===== config.mk =====
export PLATFORM = sky130hd
export DESIGN_NAME = dirty_slot_patch_builder
export DESIGN_NICKNAME = d
export VERILOG_FILES = /design/src/dspb_pkg.sv /design/src/dirty_slot_patch_builder.sv /design/src/dspb_front.sv /design/src/dspb_back.sv
export SDC_FILE = /design/constraint.sdc
export NUM_CORES = 1
export LEC_CHECK = 0
export BUFFER_PORTS_ARGS = -buffer_cell sky130_fd_sc_hd__clkbuf_2
export CAP_MARGIN = 20
export CORE_ASPECT_RATIO = 1.4
export CORE_UTILIZATION = 63
export DETAILED_ROUTE_END_ITERATION = 10
export MAX_ROUTING_LAYER = met4
export PLACE_DENSITY = 0.8
export SYNTH_ARGS = -nofsm -noshare
export SYNTH_HDL_FRONTEND = slang
export SYNTH_SLANG_ARGS = --single-unit

===== constraint.sdc =====
create_clock -name i_clk -period 7 [get_ports i_clk]
set_clock_uncertainty 0.1 [all_clocks]
set_input_delay 1.05 -clock i_clk [delete_from_list [all_inputs] [get_ports i_clk]]
set_output_delay 1.05 -clock i_clk [all_outputs]
set_load 0.02 [all_outputs]

===== src/dspb_pkg.sv =====
package dspb_pkg;

    localparam int SLOTS        = 64;
    localparam int SLOT_WORDS   = 8;
    localparam int HEADER_WORDS = 3;
    localparam int MAX_RUNS     = 32;
    localparam int RUN_CAP      = 64;
    localparam int CAP_RESET    = 16;
    localparam int QUEUE_DEPTH  = 4;

    localparam int SLOT_W = 6;
    localparam int CNT_W  = 7;
    localparam int RUN_W  = 6;
    localparam int CFG_W  = 7;
    localparam int DST_W  = 9;
    localparam int SRC_W  = 10;
    localparam int LEN_W  = 10;
    localparam int OP_W   = 2;

    localparam int QPTR_W = $clog2(QUEUE_DEPTH);
    localparam int QCNT_W = QPTR_W + 1;

    localparam logic KIND_ALLOC = 1'b0;
    localparam logic KIND_PATCH = 1'b1;

    typedef enum logic [OP_W-1:0] {
        OP_ALLOC = 2'd0,
        OP_FREE  = 2'd1,
        OP_MARK  = 2'd2,
        OP_FLUSH = 2'd3
    } t_op;

    typedef struct packed {
        t_op               op;
        logic [SLOT_W-1:0] slot;
    } t_cmd;

endpackage


===== src/dirty_slot_patch_builder.sv =====
// An appending allocation's reply is registered as its command leaves the queue; a reusing
// allocation first reads the free list into ST_POP, then registers the reply there.
// Back end: free, mark and an appending allocate are handled in ST_IDLE, a reusing allocate
// also passes ST_POP; a flush scans the live slots at most twice, one slot a cycle while the
// output is not stalled (count runs, then emit), and only once when nothing is dirty.
// Reset (i_rst_n low, synchronous): live count, free list depth and dirty bits clear, the
// command queue empties, max run length returns to 16; free list contents are kept.
module dirty_slot_patch_builder (
    input  logic                          i_clk,
    input  logic                          i_rst_n,
    input  logic                          i_cfg_valid,
    output logic                          o_cfg_ready,
    input  logic [dspb_pkg::CFG_W-1:0]    i_cfg_data,
    input  logic                          i_in_valid,
    output logic                          o_in_stall,
    input  logic [dspb_pkg::OP_W-1:0]     i_operation,
    input  logic [dspb_pkg::SLOT_W-1:0]   i_slot_index,
    output logic                          o_out_valid,
    input  logic                          i_out_stall,
    output logic                          o_result_kind,
    output logic [dspb_pkg::SLOT_W-1:0]   o_granted_slot,
    output logic                          o_table_full,
    output logic [dspb_pkg::DST_W-1:0]    o_dest_word,
    output logic [dspb_pkg::SRC_W-1:0]    o_source_word,
    output logic [dspb_pkg::LEN_W-1:0]    o_length_words,
    output logic                          o_last_patch
);
    import dspb_pkg::*;

    logic cmd_valid;
    t_cmd cmd;
    logic cmd_pop;

    assign o_cfg_ready = 1'b1;

    dspb_front u_front (
        .i_clk        (i_clk),
        .i_rst_n      (i_rst_n),
        .i_in_valid   (i_in_valid),
        .o_in_stall   (o_in_stall),
        .i_operation  (i_operation),
        .i_slot_index (i_slot_index),
        .o_cmd_valid  (cmd_valid),
        .o_cmd        (cmd),
        .i_cmd_pop    (cmd_pop)
    );

    dspb_back u_back (
        .i_clk          (i_clk),
        .i_rst_n        (i_rst_n),
        .i_cfg_valid    (i_cfg_valid),
        .i_cfg_data     (i_cfg_data),
        .i_cmd_valid    (cmd_valid),
        .i_cmd          (cmd),
        .o_cmd_pop      (cmd_pop),
        .o_out_valid    (o_out_valid),
        .i_out_stall    (i_out_stall),
        .o_result_kind  (o_result_kind),
        .o_granted_slot (o_granted_slot),
        .o_table_full   (o_table_full),
        .o_dest_word    (o_dest_word),
        .o_source_word  (o_source_word),
        .o_length_words (o_length_words),
        .o_last_patch   (o_last_patch)
    );

endmodule


===== src/dspb_front.sv =====
module dspb_front (
    input  logic                               i_clk,
    input  logic                               i_rst_n,
    input  logic                               i_in_valid,
    output logic                               o_in_stall,
    input  logic [dspb_pkg::OP_W-1:0]          i_operation,
    input  logic [dspb_pkg::SLOT_W-1:0]        i_slot_index,
    output logic                               o_cmd_valid,
    output dspb_pkg::t_cmd                     o_cmd,
    input  logic                               i_cmd_pop
);
    import dspb_pkg::*;

    t_cmd              r_q [QUEUE_DEPTH];
    logic [QPTR_W-1:0] r_head;
    logic [QPTR_W-1:0] r_tail;
    logic [QCNT_W-1:0] r_count;
    logic [QPTR_W-1:0] n_head;
    logic [QPTR_W-1:0] n_tail;
    logic [QCNT_W-1:0] n_count;
    logic              push;
    logic              pop;
    t_cmd              cls_cmd;

    always_comb begin
        case (i_operation)
            OP_ALLOC: cls_cmd.op = OP_ALLOC;
            OP_FREE:  cls_cmd.op = OP_FREE;
            OP_MARK:  cls_cmd.op = OP_MARK;
            default:  cls_cmd.op = OP_FLUSH;
        endcase
        cls_cmd.slot = i_slot_index;
    end

    assign o_in_stall  = (r_count == QCNT_W'(QUEUE_DEPTH));
    assign push        = i_in_valid && !o_in_stall;
    assign pop         = i_cmd_pop && (r_count != '0);
    assign o_cmd_valid = (r_count != '0);
    assign o_cmd       = r_q[r_head];

    always_comb begin
        n_head  = pop  ? r_head + QPTR_W'(1) : r_head;
        n_tail  = push ? r_tail + QPTR_W'(1) : r_tail;
        n_count = r_count + QCNT_W'(push) - QCNT_W'(pop);
    end

    always_ff @(posedge i_clk) begin
        if (!i_rst_n) begin
            r_head  <= '0;
            r_tail  <= '0;
            r_count <= '0;
        end else begin
            r_head  <= n_head;
            r_tail  <= n_tail;
            r_count <= n_count;
        end
        if (push) begin
            r_q[r_tail] <= cls_cmd;
        end
    end

endmodule


===== src/dspb_back.sv =====
module dspb_back (
    input  logic                          i_clk,
    input  logic                          i_rst_n,
    input  logic                          i_cfg_valid,
    input  logic [dspb_pkg::CFG_W-1:0]    i_cfg_data,
    input  logic                          i_cmd_valid,
    input  dspb_pkg::t_cmd                i_cmd,
    output logic                          o_cmd_pop,
    output logic                          o_out_valid,
    input  logic                          i_out_stall,
    output logic                          o_result_kind,
    output logic [dspb_pkg::SLOT_W-1:0]   o_granted_slot,
    output logic                          o_table_full,
    output logic [dspb_pkg::DST_W-1:0]    o_dest_word,
    output logic [dspb_pkg::SRC_W-1:0]    o_source_word,
    output logic [dspb_pkg::LEN_W-1:0]    o_length_words,
    output logic                          o_last_patch
);
    import dspb_pkg::*;

    typedef enum logic [1:0] {
        ST_IDLE,
        ST_POP,
        ST_SCAN
    } t_state;

    t_state             r_state,  n_state;
    logic [CFG_W-1:0]   r_cap,    n_cap;
    logic [CNT_W-1:0]   r_live,   n_live;
    logic [CNT_W-1:0]   r_depth,  n_depth;
    logic [SLOTS-1:0]   r_dirty,  n_dirty;
    logic [SLOTS-1:0]   r_onstk,  n_onstk;
    logic [CNT_W-1:0]   r_idx,    n_idx;
    logic               r_adj,    n_adj;
    logic [CNT_W-1:0]   r_len,    n_len;
    logic [SLOT_W-1:0]  r_rs,     n_rs;
    logic [RUN_W-1:0]   r_k,      n_k;
    logic [RUN_W-1:0]   r_total,  n_total;
    logic [CNT_W-1:0]   r_data,   n_data;
    logic               r_pass,   n_pass;
    logic               r_out_valid, n_out_valid;

    logic [SLOT_W-1:0]  r_stack [SLOTS];
    logic [SLOT_W-1:0]  r_pop_slot;
    logic               stk_we;
    logic               stk_re;
    logic [SLOT_W-1:0]  stk_waddr;
    logic [SLOT_W-1:0]  stk_raddr;

    logic               push;
    logic               can_push;
    logic               p_kind;
    logic [SLOT_W-1:0]  p_slot;
    logic               p_full;
    logic [DST_W-1:0]   p_dest;
    logic [SRC_W-1:0]   p_src;
    logic [LEN_W-1:0]   p_len;
    logic               p_last;
    logic [DST_W-1:0]   run_dest;
    logic [SRC_W-1:0]   run_src;
    logic [LEN_W-1:0]   run_len;
    logic [SLOT_W-1:0]  s;
    logic [SLOT_W-1:0]  idx;
    logic               cur;
    logic               at_end;
    logic               extend;
    logic               free_ok;
    logic [CFG_W-1:0]   cap_in;

    assign can_push = !r_out_valid || !i_out_stall;
    assign s        = i_cmd.slot;
    assign idx      = r_idx[SLOT_W-1:0];
    assign cur      = r_dirty[idx];
    assign at_end   = (r_idx == r_live);
    assign extend   = r_adj && (r_len < r_cap);
    assign free_ok  = ({1'b0, s} < r_live) && !r_onstk[s];
    assign stk_waddr = r_depth[SLOT_W-1:0];
    assign stk_raddr = SLOT_W'(r_depth - CNT_W'(1));

    assign run_dest = DST_W'(32'(r_rs) * SLOT_WORDS);
    assign run_src  = SRC_W'(32'(r_total) * HEADER_WORDS + 32'(r_data) * SLOT_WORDS);
    assign run_len  = LEN_W'(32'(r_len) * SLOT_WORDS);

    always_comb begin
        if (i_cfg_data == '0) begin
            cap_in = CFG_W'(1);
        end else if (i_cfg_data > CFG_W'(RUN_CAP)) begin
            cap_in = CFG_W'(RUN_CAP);
        end else begin
            cap_in = i_cfg_data;
        end
    end

    always_comb begin
        n_state  = r_state;
        n_cap    = i_cfg_valid ? cap_in : r_cap;
        n_live   = r_live;
        n_depth  = r_depth;
        n_dirty  = r_dirty;
        n_onstk  = r_onstk;
        n_idx    = r_idx;
        n_adj    = r_adj;
        n_len    = r_len;
        n_rs     = r_rs;
        n_k      = r_k;
        n_total  = r_total;
        n_data   = r_data;
        n_pass   = r_pass;
        o_cmd_pop = 1'b0;
        stk_we   = 1'b0;
        stk_re   = 1'b0;
        push     = 1'b0;
        p_kind   = KIND_ALLOC;
        p_slot   = '0;
        p_full   = 1'b0;
        p_dest   = '0;
        p_src    = '0;
        p_len    = '0;
        p_last   = 1'b0;

        case (r_state)
            ST_IDLE: begin
                if (i_cmd_valid) begin
                    case (i_cmd.op)
                        OP_ALLOC: begin
                            if (r_depth != '0) begin
                                o_cmd_pop = 1'b1;
                                stk_re    = 1'b1;
                                n_depth   = r_depth - CNT_W'(1);
                                n_state   = ST_POP;
                            end else if (can_push) begin
                                o_cmd_pop = 1'b1;
                                push      = 1'b1;
                                if (r_live < CNT_W'(SLOTS)) begin
                                    p_slot                      = r_live[SLOT_W-1:0];
                                    n_dirty[r_live[SLOT_W-1:0]] = 1'b1;
                                    n_live                      = r_live + CNT_W'(1);
                                end else begin
                                    p_full = 1'b1;
                                end
                            end
                        end
                        OP_FREE: begin
                            o_cmd_pop = 1'b1;
                            if (free_ok) begin
                                n_dirty[s] = 1'b1;
                                if ({1'b0, s} + CNT_W'(1) == r_live) begin
                                    n_live = r_live - CNT_W'(1);
                                end else if (r_depth < CNT_W'(SLOTS)) begin
                                    stk_we     = 1'b1;
                                    n_depth    = r_depth + CNT_W'(1);
                                    n_onstk[s] = 1'b1;
                                end
                            end
                        end
                        OP_MARK: begin
                            o_cmd_pop = 1'b1;
                            if ({1'b0, s} < r_live) begin
                                n_dirty[s] = 1'b1;
                            end
                        end
                        default: begin
                            o_cmd_pop = 1'b1;
                            n_state   = ST_SCAN;
                            n_pass    = 1'b0;
                            n_idx     = '0;
                            n_adj     = 1'b0;
                            n_len     = '0;
                            n_k       = '0;
                            n_data    = '0;
                        end
                    endcase
                end
            end
            ST_POP: begin
                if (can_push) begin
                    push                = 1'b1;
                    p_slot              = r_pop_slot;
                    n_dirty[r_pop_slot] = 1'b1;
                    n_onstk[r_pop_slot] = 1'b0;
                    n_state             = ST_IDLE;
                end
            end
            ST_SCAN: begin
                if (at_end) begin
                    if (!r_pass) begin
                        if (r_k == '0) begin
                            n_dirty = '0;
                            n_state = ST_IDLE;
                        end else begin
                            n_total = r_k;
                            n_pass  = 1'b1;
                            n_idx   = '0;
                            n_adj   = 1'b0;
                            n_len   = '0;
                            n_k     = '0;
                            n_data  = '0;
                        end
                    end else if (can_push) begin
                        push   = 1'b1;
                        p_kind = KIND_PATCH;
                        p_dest = run_dest;
                        p_src  = run_src;
                        p_len  = run_len;
                        p_last = 1'b1;
                        for (int j = 0; j < SLOTS; j++) begin
                            if (CNT_W'(j) >= r_live) begin
                                n_dirty[j] = 1'b0;
                            end
                        end
                        n_state = ST_IDLE;
                    end
                end else if (cur && extend) begin
                    n_len = r_len + CNT_W'(1);
                    n_idx = r_idx + CNT_W'(1);
                    if (r_pass) begin
                        n_dirty[idx] = 1'b0;
                    end
                end else if (cur) begin
                    if (r_k == RUN_W'(MAX_RUNS)) begin
                        if (!r_pass) begin
                            n_total = r_k;
                            n_pass  = 1'b1;
                            n_idx   = '0;
                            n_adj   = 1'b0;
                            n_len   = '0;
                            n_k     = '0;
                            n_data  = '0;
                        end else if (can_push) begin
                            push    = 1'b1;
                            p_kind  = KIND_PATCH;
                            p_dest  = run_dest;
                            p_src   = run_src;
                            p_len   = run_len;
                            p_last  = 1'b1;
                            n_state = ST_IDLE;
                        end
                    end else if (!r_pass || r_k == '0 || can_push) begin
                        if (r_pass && r_k != '0) begin
                            push   = 1'b1;
                            p_kind = KIND_PATCH;
                            p_dest = run_dest;
                            p_src  = run_src;
                            p_len  = run_len;
                            n_data = r_data + r_len;
                        end
                        n_rs  = idx;
                        n_len = CNT_W'(1);
                        n_k   = r_k + RUN_W'(1);
                        n_adj = 1'b1;
                        n_idx = r_idx + CNT_W'(1);
                        if (r_pass) begin
                            n_dirty[idx] = 1'b0;
                        end
                    end
                end else begin
                    n_adj = 1'b0;
                    n_idx = r_idx + CNT_W'(1);
                end
            end
            default: begin
                n_state = ST_IDLE;
            end
        endcase

        n_out_valid = push ? 1'b1 : (r_out_valid && i_out_stall);
    end

    always_ff @(posedge i_clk) begin
        if (stk_we) begin
            r_stack[stk_waddr] <= s;
        end
        if (stk_re) begin
            r_pop_slot <= r_stack[stk_raddr];
        end
    end

    always_ff @(posedge i_clk) begin
        if (!i_rst_n) begin
            r_state     <= ST_IDLE;
            r_cap       <= CFG_W'(CAP_RESET);
            r_live      <= '0;
            r_depth     <= '0;
            r_dirty     <= '0;
            r_onstk     <= '0;
            r_idx       <= '0;
            r_adj       <= 1'b0;
            r_len       <= '0;
            r_k         <= '0;
            r_total     <= '0;
            r_data      <= '0;
            r_pass      <= 1'b0;
            r_out_valid <= 1'b0;
        end else begin
            r_state     <= n_state;
            r_cap       <= n_cap;
            r_live      <= n_live;
            r_depth     <= n_depth;
            r_dirty     <= n_dirty;
            r_onstk     <= n_onstk;
            r_idx       <= n_idx;
            r_adj       <= n_adj;
            r_len       <= n_len;
            r_k         <= n_k;
            r_total     <= n_total;
            r_data      <= n_data;
            r_pass      <= n_pass;
            r_out_valid <= n_out_valid;
        end
        r_rs <= n_rs;
        if (push) begin
            o_result_kind  <= p_kind;
            o_granted_slot <= p_slot;
            o_table_full   <= p_full;
            o_dest_word    <= p_dest;
            o_source_word  <= p_src;
            o_length_words <= p_len;
            o_last_patch   <= p_last;
        end
    end

    assign o_out_valid = r_out_valid;

endmodule


* Word-level counts from Yosys, hierarchy flattened
Memory sizes are Yosys's and may differ from the RTL's. A register that Yosys moved wholly into a read port is not among the register bits. Cells that the tools add are included.
Storage, ports and cells: flip-flop bits (word level) 238, bits in writable memories 416, input port bits 20, word-level logic and storage cells 686, memories kept 2
Memory list:
- u_back.r_stack | words 64, width 6, read ports 1, clocked after memory_dff 1, write ports 1, line dspb_back.sv:43 | logic [SLOT_W-1:0] r_stack [SLOTS];
- u_front.r_q | words 4, width 8, read ports 1, clocked after memory_dff 1, write ports 1, line dspb_front.sv:14 | t_cmd r_q [QUEUE_DEPTH];
Cells by class: $add $sub $neg 14, multipliers 1, $lt $le $gt $ge 77, equality and inequality tests 120, multiplexer cells 256, bitwise operators 16, reductions and logical operators 112
Operators by type and width (number):
- $mux W64 | 22
- $reduce_and A15 Y1 | 64
- $pmux W64 S3 | 2
- $ne A4 B4 Y1 const B | 68
- $or A64 B64 Y64 | 4
- $ge A6 B7 Y1 const A | 32
- $mux W7 | 32
- $mux W10 | 16
- $mux W6 | 23
- $and A64 B64 Y64 | 2
- $not A64 Y64 | 2
- $pmux W64 S2 | 1
- $mux W1 | 121
- $ge A5 B7 Y1 const A | 16
- $mux W9 | 8
- $pmux W7 S2 | 5
- $ge A4 B7 Y1 const A | 8
- $reduce_and A8 Y1 | 4
- $add A7 B1 Y7 const B | 4
- $ge A3 B7 Y1 const A | 4
- $lt A6 B7 Y1 const B | 4
- $demux W1 S6 | 4
- $ge A6 B1 Y1 const B | 4
- $mux W2 | 12
- other kinds (55) | 134

* Logic depth before layout (Yosys ltp)
depth in word-level cells 13, gate-level depth with buffers 19

* Modules after synthesis
From an unflattened synthesis, not the netlist that was laid out.
Second synthesis, totals: cells, all modules 2607, area total of the unflattened synthesis 31873.1 sq um
Modules (own cells, without submodules):
- dspb_back | instances 1, cells each 2512, area each 30216.5 sq um, seq. area each 16595.9 sq um
- dspb_front | instances 1, cells each 93, area each 1645.3 sq um, seq. area each 1141.1 sq um
- dirty_slot_patch_builder | instances 1, cells each 2, area each 11.3 sq um, seq. area each 0.0 sq um

* Least setup slack after synthesis
OpenSTA, ideal clock, no wires.
kind register -> register, start point register (tool-made name), end point memory u_back.r_stack[57][0], enable pin, setup time 0.350 ns, arrival time 4.448 ns, slack 2.102 ns, cell stages (with the launch flop) 13, path buffers 3, period minus slack after synthesis 4.898 ns, cell sequence dfxtp_1 buf_6 mux4_2 clkbuf_1 nor2_1 nand2_1 a2bb2oi_1 nand3_1 or4_1 buf_2 nor4_1 nand3_1 nor2_1
RTL lines (line):
- end: declaration | dspb_back.sv:43

==> qor.yml <==
cts:
  max-clock-path-buffers: 3
  clk_latency_ps: 630
  postCtsHoldBufs: 0
  post_cts_buffers: 0
  clk_pin_slew_ps: 70
  cts-root-buf: "clkbuf_16"
  numCtsBuffers: 58
  ctsResizeCount: 0
  cts_sinks: 656
  tritoncts: "done"
  h-tree-depth: 2
worst_hold_path:
  hold_class: "reg2reg"
synth:
  seq_area_frac_synth_pct: 56.0
  synthTopCellsByCount: "edfxtp_1, nor2_1, dfxtp_1"
  yosys.area.top_type_share_pct: 43.6
  netlist.top_cell.by_area: "edfxtp_1"
  ys_ff_latch: 656
  syn_area_per_cell_sq_um: 11.8
  synth_area_sq_um: 31700
  synth.most_common_cell: "edfxtp_1"
  synth_edf_count: 460
  yosys_warnings: 0
  async_flop_share_pct: 0
  ys_types: 72
  netlist_top_cells_area: "edfxtp_1, dfxtp_1, mux4_2, o21ai_0, nor2_1"
  synthFlopType: "edfxtp_1"
  postSynthCellCount: 2675
setup_path:
  cp.required_ps: 7160
  cp_cell_sequence: "mux4_4 -> ha_1 -> nor2b_1 -> o21ai_0 -> nand2b_1 -> a21oi_1 -> o22ai_1 -> nand4b_1 -> or4_1 -> nor3_1 -> nand3_1 -> nor2_1"
  crit_fanout: 30
  critPathKind: "reg2reg"
  slowest_delay_ps: 960
  cp_num_buf_inv: 0
  arrival_ps: 6100
  cpLargestDelayFamily: "simple AND/OR/NAND/NOR gates"
  worst_setup_path_end_kind: "flop"
  start_kind: "flop"
  slowest_stage: "mux4_4"
final_layout:
  finalNetCount: 2700
  syn_to_final_growth_pct: 8.76
  multi_input_area_sq_um: 13000
  seq_area_sq_um: 17700
  drive_gt1_share_pct: 13.2
  fill_cells: 3366
floorplanning:
  die_h_microns: 267
  start_util_pct: 64.2
  rows: 96
  core_sq_um: 49400
  die_area_sq_um: 51200
  die_w_microns: 192
  ios: 61
power:
  power_leakage_nw: 11.1
  ir_drop_mv: 0.621
  finalPower_mw: 14.8
  p_per_area_nw_per_um2: 430
sta:
  grt_setup_unrepaired: "false"
  clock.fmax_mhz: 168
  worstMarginPinSlew_ps: 1200
  finalCritPeriodShare_pct: 84.8
  finalSetupTns_ps: 0
  layout_min_cycle_time_ps: 5940
  finalSetupViolCount: 0
  slew_viol_final: 0
  final_hold_viol_count: 0
  slew_headroom_pct: 19.6
grt:
  grt_pass1_wl_microns: 145000
  grt_max_degree: 86
  overflow: 0
  track_usage_pct: 39.4
  antenna_found_initial: 3
  first_global_vias: 23600
route:
  first_iter_violations: 3186
  drt-total-wl_microns: 97800
  via_per_inst: 7.27
  drtPass1Iterations: 6
  routedWlPerCell_microns: 29.5
  postRouteAntennaNets: 0
  num_vias: 24100
  drc: 0
run_status:
  status: "complete, no violations"
place:
  gp_congestion: 1.05
  dp_hpwl_microns: 61500
  port_buffers: 53
run:
  max-cap-violations: 0
worst paths after layout:
check	startpoint	end	slack (ps)	cells after the start
worst max-delay path	flop	u_back.r_stack[46][4]	1060	12
worst min-delay path	u_back.r_adj	u_back.r_adj	390	2
worst max register to register	flop	u_back.r_stack[46][4]	1060	12
worst min register to register	u_back.r_adj	u_back.r_adj	390	2
state kept, by name, summed over array words and instances, names as in the netlist, 2 cells and up, named ones only:
register / cells
u_back.r_live: 7
u_back.r_onstk: 64
u_front.r_count: 3
u_back.r_k: 6
u_back.o_dest_word: 6
u_back.r_stack: 384
u_back.o_length_words: 7
u_back.r_data: 7
u_back.r_idx: 7
u_back.r_dirty: 64
u_back.r_total: 6
u_back.r_len: 7
u_back.o_granted_slot: 6
u_front.r_head: 2
u_front.r_q: 32
u_back.o_source_word: 10
u_back.r_cap: 7
u_back.r_state: 2
u_front.r_tail: 2
u_back.r_pop_slot: 6
u_back.r_rs: 6
u_back.r_depth: 7
cells by family (layout without fill, tap and decap cells):
family | after synthesis | in the layout | synth area share, %
other | 2 | 10 | 0.0237
XOR/XNOR | 48 | 48 | 1.33
buffers and inverters | 263 | 257 | 3.34
adder cells (fa/ha/maj) | 56 | 56 | 2.35
flip-flops | 656 | 656 | 56.0
multiplexers | 206 | 206 | 11.2
AO/OA/AOI/OAI | 774 | 774 | 15.9
AND/OR/NAND/NOR | 670 | 670 | 9.98
worst reg2reg max path, stage by stage (launching register included):
cell and delay (ps):
dfxtp_1 670, mux4_4 960, ha_1 380, nor2b_1 120, o21ai_0 140, nand2b_1 80
a21oi_1 150, o22ai_1 140, nand4b_1 200, or4_1 630, nor3_1 520, nand3_1 780
nor2_1 710
cell type report:
type,count,share of cell area [%]
clock buffer,70,4.61
tap,637,2.31
clock inverter,40,1.54
antenna,3,0.0218
sequential,656,51.5
inverter,48,0.523
timing repair buffer,99,1.86
multi-input combinational,1761,37.7
cells in the final DEF (no fill, tap or decap), types with 14 or more instances in the layout:
cell type / count
a211oi_1: 46
a21o_1: 25
a21oi_1: 149
and2_1: 32
buf_4: 44
clkbuf_16: 60
clkbuf_2: 52
dfxtp_1: 195
edfxtp_1: 460
ha_1: 49
inv_1: 43
mux2i_1: 82
mux4_2: 115
nand2_1: 138
nand2b_1: 14
nand3_1: 90
nand3b_1: 18
nor2_1: 236
nor2b_1: 37
nor3_1: 33
o211ai_1: 99
o21ai_0: 181
o221ai_1: 22
o22ai_1: 68
o311ai_0: 37
o31ai_1: 81
or3_1: 17
xnor2_1: 28
xor2_1: 17
stage by stage:
| stage | worst slack, ps | util, % | hold WS [ps] | cell area, sq um | cells |
|---|---|---|---|---|---|
| final | 1060 | 69.8 | 388 | 34500 | 3314 |
| after global routing | 622 | 69.8 | 409 | 34500 | 3314 |
| after CTS | 1080 | 69.7 | 385 | 34400 | 3308 |
| after detailed placement | 1280 | 65.4 | 368 | 32300 | 3198 |
| after global placement | 1360 | 65.4 | 366 | 32300 | 3198 |
| after floorplan | 2100 | - | 316 | 31700 | 2680 |
metal layers:
layer,GRT usage (%),vias to the layer above,wire (microns)
met2,63.1,1698,47700
met1,44.2,11700,32700
met5,-,-,0
li1,-,10200,-
met3,7.86,519,9500
met4,27.6,0,7890
power breakdown:
| part | leakage (nW) | internal [mW] | total, mW | switching [mW] |
|---|---|---|---|---|
| registers | 5.73 | 4.80 | 5.04 | 0.233 |
| logic | 4.35 | 1.73 | 6.26 | 4.53 |
| clock network | 1.00 | 2.01 | 3.53 | 1.52 |
| total | 11.1 | 8.54 | 14.8 | 6.28 |
Power figures use the tool's default switching activity.
